[config.mk]
export PLATFORM = sky130hd
export DESIGN_NAME = rgb565_pixel_blend_top_flat
export DESIGN_NICKNAME = d
export VERILOG_FILES = /design/src/rtl/core/rpb_pkg.sv /design/src/rtl/core/rpb_req_if.sv /design/src/rtl/core/rpb_rsp_if.sv /design/src/rtl/core/rgb565_pixel_blend_top.sv /design/src/rtl/core/rpb_expand.sv /design/src/rtl/core/rpb_mix.sv /design/src/rtl/core/rpb_pack.sv /design/src/flat_wrapper.sv
export VERILOG_INCLUDE_DIRS = /design/src /design/src/rtl/core
export SDC_FILE = /design/constraint.sdc
export NUM_CORES = 2
export LEC_CHECK = 0
export BUFFER_PORTS_ARGS = -buffer_cell sky130_fd_sc_hd__buf_2
export CELL_PAD_IN_SITES_DETAIL_PLACEMENT = 1
export CELL_PAD_IN_SITES_GLOBAL_PLACEMENT = 1
export CORE_MARGIN = 1.5
export CORE_UTILIZATION = 52
export DETAILED_ROUTE_END_ITERATION = 8
export GPL_TIMING_DRIVEN = 0
export PLACE_DENSITY_LB_ADDON = 0.1
export SYNTH_ARGS = -nofsm -noshare
export SYNTH_HDL_FRONTEND = slang
export SYNTH_HIERARCHICAL = 1
export SYNTH_SLANG_ARGS = --single-unit
[constraint.sdc]
create_clock -name clock -period 8.65 [get_ports clock]
set_input_delay 0.865 -clock clock [delete_from_list [all_inputs] [get_ports clock]]
set_output_delay 0.865 -clock clock [all_outputs]
set_load 0.02 [all_outputs]
[src/rtl/core/rgb565_pixel_blend_top_defines.svh]
// assertion macros used by the blend core
`ifndef RGB565_PIXEL_BLEND_TOP_DEFINES_SVH
`define RGB565_PIXEL_BLEND_TOP_DEFINES_SVH

// antecedent holds, consequent holds in the same cycle
`define RPB_ASSERT_SAME(lbl, ante, cons) \
   lbl: assert property (@(posedge clock) disable iff (reset) (ante) |-> (cons)) \
      else $error("rpb assertion failed");

// antecedent holds, consequent holds in the next cycle
`define RPB_ASSERT_NEXT(lbl, ante, cons) \
   lbl: assert property (@(posedge clock) disable iff (reset) (ante) |=> (cons)) \
      else $error("rpb assertion failed");

`endif

[src/rtl/core/rpb_pkg.sv]
package rpb_pkg;

   localparam int PIXEL_W   = 16;
   localparam int CHAN_W    = 8;
   localparam int ARGB_W    = 32;
   localparam int MODE_W    = 3;
   localparam int CSR_IDX_W = 1;

   localparam logic [CSR_IDX_W-1:0] CSR_SOURCE_ARGB = 1'b0;
   localparam logic [CSR_IDX_W-1:0] CSR_BLEND_MODE  = 1'b1;

   localparam logic [MODE_W-1:0] MODE_MIX_BIT    = 3'd4;
   localparam logic [MODE_W-1:0] MODE_INVMUL_BIT = 3'd2;
   localparam logic [MODE_W-1:0] MODE_ADD_BIT    = 3'd1;

   // reciprocal multipliers: v*255/31, v*255/63, x/255, c*31/255, c*63/255
   localparam logic [21:0] EXP5_MUL = 22'd2156535;   // 255*8457, shift 18
   localparam logic [22:0] EXP6_MUL = 23'd4244475;   // 255*16645, shift 20
   localparam logic [15:0] DIV255_MUL = 16'd32897;   // shift 23
   localparam logic [19:0] PACK5_MUL = 20'd1019807;  // 31*32897, shift 23
   localparam logic [20:0] PACK6_MUL = 21'd2072511;  // 63*32897, shift 23

   typedef logic [CHAN_W-1:0] chan_type;

   typedef enum logic [1:0] {
      LAW_REPLACE,
      LAW_ADD,
      LAW_INVMUL,
      LAW_MIX
   } law_type;

   typedef struct packed {
      logic [ARGB_W-1:0] source_argb;
      logic [MODE_W-1:0] blend_mode;
   } cfg_type;

   typedef struct packed {
      logic                 valid;
      logic [PIXEL_W-1:0]   pixel;
   } pix_stage_type;

   typedef struct packed {
      logic                 valid;
      chan_type [2:0]       chan;
   } rgb_stage_type;

   function automatic law_type decode_law(logic [MODE_W-1:0] mode);
      law_type law;
      if ((mode & MODE_MIX_BIT) != '0) begin
         law = LAW_MIX;
      end else if ((mode & MODE_INVMUL_BIT) != '0) begin
         law = LAW_INVMUL;
      end else if ((mode & MODE_ADD_BIT) != '0) begin
         law = LAW_ADD;
      end else begin
         law = LAW_REPLACE;
      end
      return law;
   endfunction

endpackage

[src/rtl/core/rpb_req_if.sv]
interface rpb_req_if;
   logic        valid;
   logic        ready;
   logic [15:0] dest_pixel;

   modport source (output valid, output dest_pixel, input ready);
   modport sink (input valid, input dest_pixel, output ready);
endinterface

[src/rtl/core/rpb_rsp_if.sv]
interface rpb_rsp_if;
   logic        valid;
   logic        ready;
   logic [15:0] blended_pixel;

   modport source (output valid, output blended_pixel, input ready);
   modport sink (input valid, input blended_pixel, output ready);
endinterface

[src/rtl/core/rgb565_pixel_blend_top.sv]
// rgb565 pixel blend core
// req_chan carries one destination pixel (RGB565) per beat; rsp_chan returns
// the blended pixel for each, in order, one result beat per request beat.
// the source colour and blend mode are set through the csr write port:
// index 0 source_argb, index 1 blend_mode; write only while the core is idle.
// path: each request beat is registered in turn by the expand, products,
// divide and pack stages before its result beat is valid on rsp_chan.
// throughput: one pixel per cycle; every stage is a register with its own
// valid bit, so a new beat is taken every cycle while the pipe flows.
// stall: when rsp_chan.ready is low the result is held and the stages behind
// it keep filling any bubbles; req_chan.ready drops only once all four
// stages hold a pixel. nothing is lost or repeated.
// reset: synchronous, active high; empties the pipe and clears both csr
// registers to zero (replace mode, black transparent source).
`include "rgb565_pixel_blend_top_defines.svh"

module rgb565_pixel_blend_top (
   input  logic                         clock,
   input  logic                         reset,
   rpb_req_if.sink                      req_chan,
   rpb_rsp_if.source                    rsp_chan,
   input  logic                         csr_we,
   input  logic [rpb_pkg::CSR_IDX_W-1:0] csr_index,
   input  logic [rpb_pkg::ARGB_W-1:0]   csr_wdata
);
   import rpb_pkg::*;

   cfg_type       cfg_ff;
   cfg_type       cfg_in;
   pix_stage_type req_stage;
   rgb_stage_type exp_stage;
   rgb_stage_type mix_stage;
   pix_stage_type pack_stage;
   logic          exp_ready;
   logic          mix_ready;
   logic          pack_ready;

   always_comb begin
      cfg_in = cfg_ff;
      if (csr_we) begin
         case (csr_index)
            CSR_SOURCE_ARGB: cfg_in.source_argb = csr_wdata;
            CSR_BLEND_MODE:  cfg_in.blend_mode  = csr_wdata[MODE_W-1:0];
            default: ;
         endcase
      end
   end

   always_ff @(posedge clock) begin
      if (reset) begin
         cfg_ff <= '0;
      end else begin
         cfg_ff <= cfg_in;
      end
   end

   assign req_stage.valid = req_chan.valid;
   assign req_stage.pixel = req_chan.dest_pixel;

   rpb_expand u_expand (
      .clock     (clock),
      .reset     (reset),
      .in_stage  (req_stage),
      .in_ready  (req_chan.ready),
      .out_stage (exp_stage),
      .out_ready (exp_ready)
   );

   rpb_mix u_mix (
      .clock     (clock),
      .reset     (reset),
      .cfg       (cfg_ff),
      .in_stage  (exp_stage),
      .in_ready  (exp_ready),
      .out_stage (mix_stage),
      .out_ready (mix_ready)
   );

   rpb_pack u_pack (
      .clock     (clock),
      .reset     (reset),
      .in_stage  (mix_stage),
      .in_ready  (mix_ready),
      .out_stage (pack_stage),
      .out_ready (pack_ready)
   );

   assign pack_ready             = rsp_chan.ready;
   assign rsp_chan.valid         = pack_stage.valid;
   assign rsp_chan.blended_pixel = pack_stage.pixel;

   // an empty output stage means no stage can be blocking the input
   `RPB_ASSERT_SAME(a_ready_when_out_empty, !rsp_chan.valid, req_chan.ready)
   // full white channels pack to full white
   `RPB_ASSERT_NEXT(a_white_packs_white,
      mix_stage.valid && mix_ready && (mix_stage.chan == {3{8'hFF}}),
      rsp_chan.blended_pixel == 16'hFFFF)
   // a held beat inside the pipe keeps its channels
   `RPB_ASSERT_NEXT(a_mix_holds_on_stall, mix_stage.valid && !mix_ready,
      mix_stage.valid && $stable(mix_stage.chan))

endmodule

[src/rtl/core/rpb_expand.sv]
module rpb_expand (
   input  logic                   clock,
   input  logic                   reset,
   input  rpb_pkg::pix_stage_type in_stage,
   output logic                   in_ready,
   output rpb_pkg::rgb_stage_type out_stage,
   input  logic                   out_ready
);
   import rpb_pkg::*;

   rgb_stage_type stage_ff;
   rgb_stage_type stage_in;
   logic          advance;
   logic [26:0]   r_prod;
   logic [28:0]   g_prod;
   logic [26:0]   b_prod;

   assign advance  = !stage_ff.valid || out_ready;
   assign in_ready = advance;

   // widen each channel to 8 bits
   always_comb begin
      r_prod = 27'(in_stage.pixel[15:11]) * 27'(EXP5_MUL);
      g_prod = 29'(in_stage.pixel[10:5]) * 29'(EXP6_MUL);
      b_prod = 27'(in_stage.pixel[4:0]) * 27'(EXP5_MUL);
      stage_in.valid   = in_stage.valid;
      stage_in.chan[2] = r_prod[25:18];
      stage_in.chan[1] = g_prod[27:20];
      stage_in.chan[0] = b_prod[25:18];
   end

   always_ff @(posedge clock) begin
      if (reset) begin
         stage_ff.valid <= 1'b0;
      end else if (advance) begin
         stage_ff.valid <= stage_in.valid;
      end
      if (advance) begin
         stage_ff.chan <= stage_in.chan;
      end
   end

   assign out_stage = stage_ff;

endmodule

[src/rtl/core/rpb_mix.sv]
module rpb_mix (
   input  logic                   clock,
   input  logic                   reset,
   input  rpb_pkg::cfg_type       cfg,
   input  rpb_pkg::rgb_stage_type in_stage,
   output logic                   in_ready,
   output rpb_pkg::rgb_stage_type out_stage,
   input  logic                   out_ready
);
   import rpb_pkg::*;

   // products stage
   logic             prod_valid_ff;
   law_type          prod_law_ff;
   logic [15:0]      prod_ff [3];
   law_type          prod_law_in;
   logic [15:0]      prod_in [3];
   logic             prod_advance;

   // divide stage
   rgb_stage_type    div_ff;
   chan_type         div_in [3];
   logic             div_advance;
   logic [31:0]      div_prod [3];

   chan_type         alpha;
   chan_type         src [3];
   chan_type         inv_alpha;
   chan_type         inv_src [3];

   assign alpha  = cfg.source_argb[31:24];
   assign src[2] = cfg.source_argb[23:16];
   assign src[1] = cfg.source_argb[15:8];
   assign src[0] = cfg.source_argb[7:0];

   // 255 minus the value, kept at 8 bits
   assign inv_alpha  = ~alpha;
   assign inv_src[2] = ~src[2];
   assign inv_src[1] = ~src[1];
   assign inv_src[0] = ~src[0];

   assign div_advance  = !div_ff.valid || out_ready;
   assign prod_advance = !prod_valid_ff || div_advance;
   assign in_ready     = prod_advance;

   always_comb begin
      prod_law_in = decode_law(cfg.blend_mode);
      for (int i = 0; i < 3; i++) begin
         case (prod_law_in)
            LAW_MIX: begin
               prod_in[i] = 16'(src[i]) * 16'(inv_alpha) + 16'(in_stage.chan[i]) * 16'(alpha);
            end
            LAW_INVMUL: begin
               prod_in[i] = 16'(in_stage.chan[i]) * 16'(inv_src[i]);
            end
            LAW_ADD: begin
               prod_in[i] = 16'(in_stage.chan[i]) + 16'(src[i]);
            end
            default: begin
               prod_in[i] = 16'(src[i]);
            end
         endcase
      end
   end

   always_ff @(posedge clock) begin
      if (reset) begin
         prod_valid_ff <= 1'b0;
      end else if (prod_advance) begin
         prod_valid_ff <= in_stage.valid;
      end
      if (prod_advance) begin
         prod_law_ff <= prod_law_in;
         prod_ff     <= prod_in;
      end
   end

   // divide by 255 through a reciprocal, saturate the sum, or pass the source through
   always_comb begin
      for (int i = 0; i < 3; i++) begin
         div_prod[i] = 32'(prod_ff[i]) * 32'(DIV255_MUL);
         case (prod_law_ff)
            LAW_MIX, LAW_INVMUL: begin
               div_in[i] = div_prod[i][30:23];
            end
            LAW_ADD: begin
               div_in[i] = (prod_ff[i] > 16'd255) ? 8'd255 : prod_ff[i][7:0];
            end
            default: begin
               div_in[i] = prod_ff[i][7:0];
            end
         endcase
      end
   end

   always_ff @(posedge clock) begin
      if (reset) begin
         div_ff.valid <= 1'b0;
      end else if (div_advance) begin
         div_ff.valid <= prod_valid_ff;
      end
      if (div_advance) begin
         div_ff.chan[2] <= div_in[2];
         div_ff.chan[1] <= div_in[1];
         div_ff.chan[0] <= div_in[0];
      end
   end

   assign out_stage = div_ff;

endmodule

[src/rtl/core/rpb_pack.sv]
module rpb_pack (
   input  logic                   clock,
   input  logic                   reset,
   input  rpb_pkg::rgb_stage_type in_stage,
   output logic                   in_ready,
   output rpb_pkg::pix_stage_type out_stage,
   input  logic                   out_ready
);
   import rpb_pkg::*;

   pix_stage_type stage_ff;
   pix_stage_type stage_in;
   logic          advance;
   logic [27:0]   r_prod;
   logic [28:0]   g_prod;
   logic [27:0]   b_prod;

   assign advance  = !stage_ff.valid || out_ready;
   assign in_ready = advance;

   // narrow back to 5-6-5
   always_comb begin
      r_prod = 28'(in_stage.chan[2]) * 28'(PACK5_MUL);
      g_prod = 29'(in_stage.chan[1]) * 29'(PACK6_MUL);
      b_prod = 28'(in_stage.chan[0]) * 28'(PACK5_MUL);
      stage_in.valid = in_stage.valid;
      stage_in.pixel = {r_prod[27:23], g_prod[28:23], b_prod[27:23]};
   end

   always_ff @(posedge clock) begin
      if (reset) begin
         stage_ff.valid <= 1'b0;
      end else if (advance) begin
         stage_ff.valid <= stage_in.valid;
      end
      if (advance) begin
         stage_ff.pixel <= stage_in.pixel;
      end
   end

   assign out_stage = stage_ff;

endmodule
[src/flat_wrapper.sv]
// flat-port wrapper written by rule: the top's interface ports become plain ports
module rgb565_pixel_blend_top_flat import rpb_pkg::*;
  (clock, reset, csr_we, csr_index, csr_wdata, req_chan_valid, req_chan_dest_pixel, req_chan_ready, rsp_chan_valid, rsp_chan_blended_pixel, rsp_chan_ready);
  rpb_req_if req_chan_i ();
  rpb_rsp_if rsp_chan_i ();
  input  logic clock;
  input  logic reset;
  input  logic csr_we;
  input  logic [rpb_pkg::CSR_IDX_W-1:0] csr_index;
  input  logic [rpb_pkg::ARGB_W-1:0] csr_wdata;
  input wire logic [$bits(req_chan_i.valid)-1:0] req_chan_valid;
  input wire logic [$bits(req_chan_i.dest_pixel)-1:0] req_chan_dest_pixel;
  output wire logic [$bits(req_chan_i.ready)-1:0] req_chan_ready;
  output wire logic [$bits(rsp_chan_i.valid)-1:0] rsp_chan_valid;
  output wire logic [$bits(rsp_chan_i.blended_pixel)-1:0] rsp_chan_blended_pixel;
  input wire logic [$bits(rsp_chan_i.ready)-1:0] rsp_chan_ready;
  assign req_chan_i.valid = req_chan_valid;
  assign req_chan_i.dest_pixel = req_chan_dest_pixel;
  assign req_chan_ready = req_chan_i.ready;
  assign rsp_chan_valid = rsp_chan_i.valid;
  assign rsp_chan_blended_pixel = rsp_chan_i.blended_pixel;
  assign rsp_chan_i.ready = rsp_chan_ready;
  rgb565_pixel_blend_top u_core (.clock(clock), .reset(reset), .req_chan(req_chan_i), .rsp_chan(rsp_chan_i), .csr_we(csr_we), .csr_index(csr_index), .csr_wdata(csr_wdata));
endmodule
==> flow_summary.yaml <==
synth:
  synthesis.area_um2: 41080
  ys_seq_area_frac: 0.1023
  avgSynthCellArea_um2: 9.217
  synth_top_area_share: 0.2870
  synth_edf_count: 114
  ys.flop_type: "edfxtp_1"
  synth_area_leaders: "fa_1 (29%), ha_1 (24%), inv_1 (8.7%)"
  synth.largest_area_cell: "fa_1"
  ys_types: 88
  yosys_warnings: 6
  ys_ff_latch: 153
  syn_inst: 4457
  ys_async_sr_fraction: 0
setup_path:
  r2r_cells: 20
  r2r_start: "u_core/cfg_ff[21]"
  crit_family: "adder cells"
  path_depth: 20
  worstPathMaxFanout: 10
  path_cells: "clkbuf_1 -> clkinv_1 -> nor2_1 -> fa_1 -> inv_1 -> fa_1 -> inv_1 -> fa_1 -> fa_1 -> fa_1 -> inv_1 -> fa_1 -> inv_1 -> ha_1 -> or4_1 -> a21oi_1 -> a2bb2oi_1 -> nor2b_1 -> xor2_1 -> o21ai_0"
  crit_required_ns: 8.84
  slowest_delay_ns: 0.68
  criticalPathCategory: "reg -> reg"
  crit_start: "u_core/cfg_ff[21]"
  crit_top_cell: "fa_1"
  arrival_ns: 7.87
  slowest_stage: "clkinv_1"
  cp-start-kind: "flip-flop"
  worst-path-buf-inv: 6
  crit_path_end_kind: "flip-flop"
final_layout:
  layout.nets: 5993
  mostFrequentLayoutCell: "inv_1"
  area_growth_pct: 5.729
  layout_common_cells: "inv_1 (956), ha_1 (799), fa_1 (589)"
  drive_gt1_frac: 0.03374
routing:
  viasPerCell: 5.686
  remaining_drc_errors: 0
  num_vias: 31878
  wl_per_cell_um: 21.57
  ant_nets: 0
  drt_first_iter_violations: 1672
  drt_wl_total_um: 120900
  first_pass_iters: 7
grt:
  grt_pass1_vias: 34910
  overflow: 0
  grt_max_degree: 28
  antenna_found_initial: 0
  grt_pass1_wl_um: 193300
  track_usage: 0.3093
clocking:
  cts_buffers: 17
  post_cts_buffers: 0
  worstSkewPairLatency_ns: 0.51
  cts.sinks: 153
  clkTransAtPathRegs_ns: 0.07
  cts_max_path_buffers: 2
  ctsHoldBuffers: 0
  htree_num_levels: 4
  cts_root_buffer: "clkbuf_16"
  post_cts_resized: 0
  cts_tree: "yes"
placement:
  gp_congestion: 0.8957
  dp_hpwl_um: 101500
  numPortBuffers: 71
hold_path:
  worstHoldStart: "u_core/u_mix/out_stage[24]"
  hp-class: "reg -> reg"
  min_path_cells: 2
sta:
  timing.slew.headroom: 0.2298
  worst_slew_pin_slew_ns: 1.155
  hold_violations: 0
  fin_crit_sh: 0.8878
  fin_crit_ns: 7.680
  max_freq_ghz: 0.1302
  rsz0062_at_grt: "no"
  setup_viol: 0
  maxSlewViolCount: 0
  fin_skew_ns: 0.01668
  setup_tns_ns: 0
floorplan:
  fp.dieArea_um2: 80690
  start_util: 0.5277
  die_y_um: 284.1
  row_count: 102
  ios: 72
  die_w_um: 284.1
  core_area_um2: 77850
status:
  status: "completed"
flow_run:
  cap_violations: 0
registers in the layout, indices dropped and copies added, names as in the netlist:
| signal | flops |
|---|---|
| u_core/u_pack/out_stage | 17 |
| u_core/u_mix/prod_law_ff | 2 |
| u_core/cfg_ff | 35 |
| u_core/u_mix/out_stage | 25 |
| u_core/u_expand/out_stage | 25 |
| u_core/u_mix/prod_ff | 48 |
| u_core/u_mix/prod_valid_ff | 1 |
synth_stat cells, types with 14 or more instances:
library cell,count
or3_1,14
xnor2_1,92
and2_1,147
o21a_1,24
nand2_1,230
o21ai_0,96
clkbuf_1,101
o211ai_1,30
inv_1,956
nand3_1,53
xor2_1,48
dfxtp_1,39
nor2_1,204
a211oi_1,16
clkinv_1,14
o21ai_1,36
fa_1,589
a31oi_1,27
nand4_1,24
nor2b_1,104
ha_1,799
o21bai_1,21
a21oi_1,187
a21o_1,49
nand2b_1,150
edfxtp_1,114
nand4bb_1,29
nor3_1,42
routing by layer:
layer / vias to the layer above / GRT usage / share of wire
li1: 14591 / - / -
met4: 0 / 0.1165 / 0.039
met5: - / 0 / 0
met1: 16196 / 0.3978 / 0.43
met2: 870 / 0.5334 / 0.49
met3: 221 / 0.03612 / 0.050
worst register-to-register path, stage by stage (launching register included):
cell and delay, ns:
dfxtp_1 0.54, clkbuf_1 0.67, clkinv_1 0.68, nor2_1 0.31, fa_1 0.45, inv_1 0.09
fa_1 0.38, inv_1 0.11, fa_1 0.44, fa_1 0.48, fa_1 0.55, inv_1 0.06
fa_1 0.53, inv_1 0.04, ha_1 0.24, or4_1 0.53, a21oi_1 0.28, a2bb2oi_1 0.29
nor2b_1 0.19, xor2_1 0.31, o21ai_0 0.22
final cells by class:
class / instances / area, um^2
Fill cell: 9070 / 34420
Buffer: 116 / 475.5
Clock buffer: 17 / 425.4
Sequential cell: 153 / 4204
Multi-Input combinational cell: 3217 / 32770
Inverter: 973 / 3652
Timing Repair Buffer: 73 / 410.4
Tap cell: 1040 / 1301
Clock inverter: 15 / 193.9
Antenna cell: 2 / 5.005
worst paths after layout:
path / endpoint / slack, ns
setup / recovery: u_core/u_mix/prod_ff[12] / 0.97
setup reg to reg: u_core/u_mix/prod_ff[12] / 0.97
hold reg to reg: u_core/u_pack/out_stage[16] / 0.46
hold / removal: u_core/u_pack/out_stage[16] / 0.46
through the flow:
| step | setup WS (ns) | util | instances | area (um^2) | hold slack (ns) |
|---|---|---|---|---|---|
| finish | 0.9702 | 0.5579 | 5606 | 43430 | 0.4559 |
| global route | 0.6330 | 0.5578 | 5604 | 43430 | 0.4863 |
| CTS | 1.011 | 0.5578 | 5604 | 43430 | 0.4558 |
| detailed placement | 1.033 | 0.5499 | 5572 | 42810 | 0.4479 |
| global placement | 1.109 | 0.5491 | 5570 | 42740 | 0.4286 |
| floorplan | 2.683 | - | 4459 | 41090 | 0.4148 |
cells by family (layout without fill, tap and decap cells):
group | after synthesis | after routing | synth area share
xor gates and xnor gates | 140 | 140 | 0.02985
AOI/OAI and AO/OA | 610 | 610 | 0.09597
DFF | 153 | 153 | 0.1023
and+or+nand+nor | 1063 | 1063 | 0.1377
muxes | 13 | 13 | 0.003168
adders and majority gates | 1388 | 1388 | 0.5304
buffers and inverters | 1089 | 1194 | 0.1005
other | 1 | 5 | 0.00009129
Power is not shown: default switching activity piles up to over one toggle a cycle in this logic, so the estimate is an artifact.
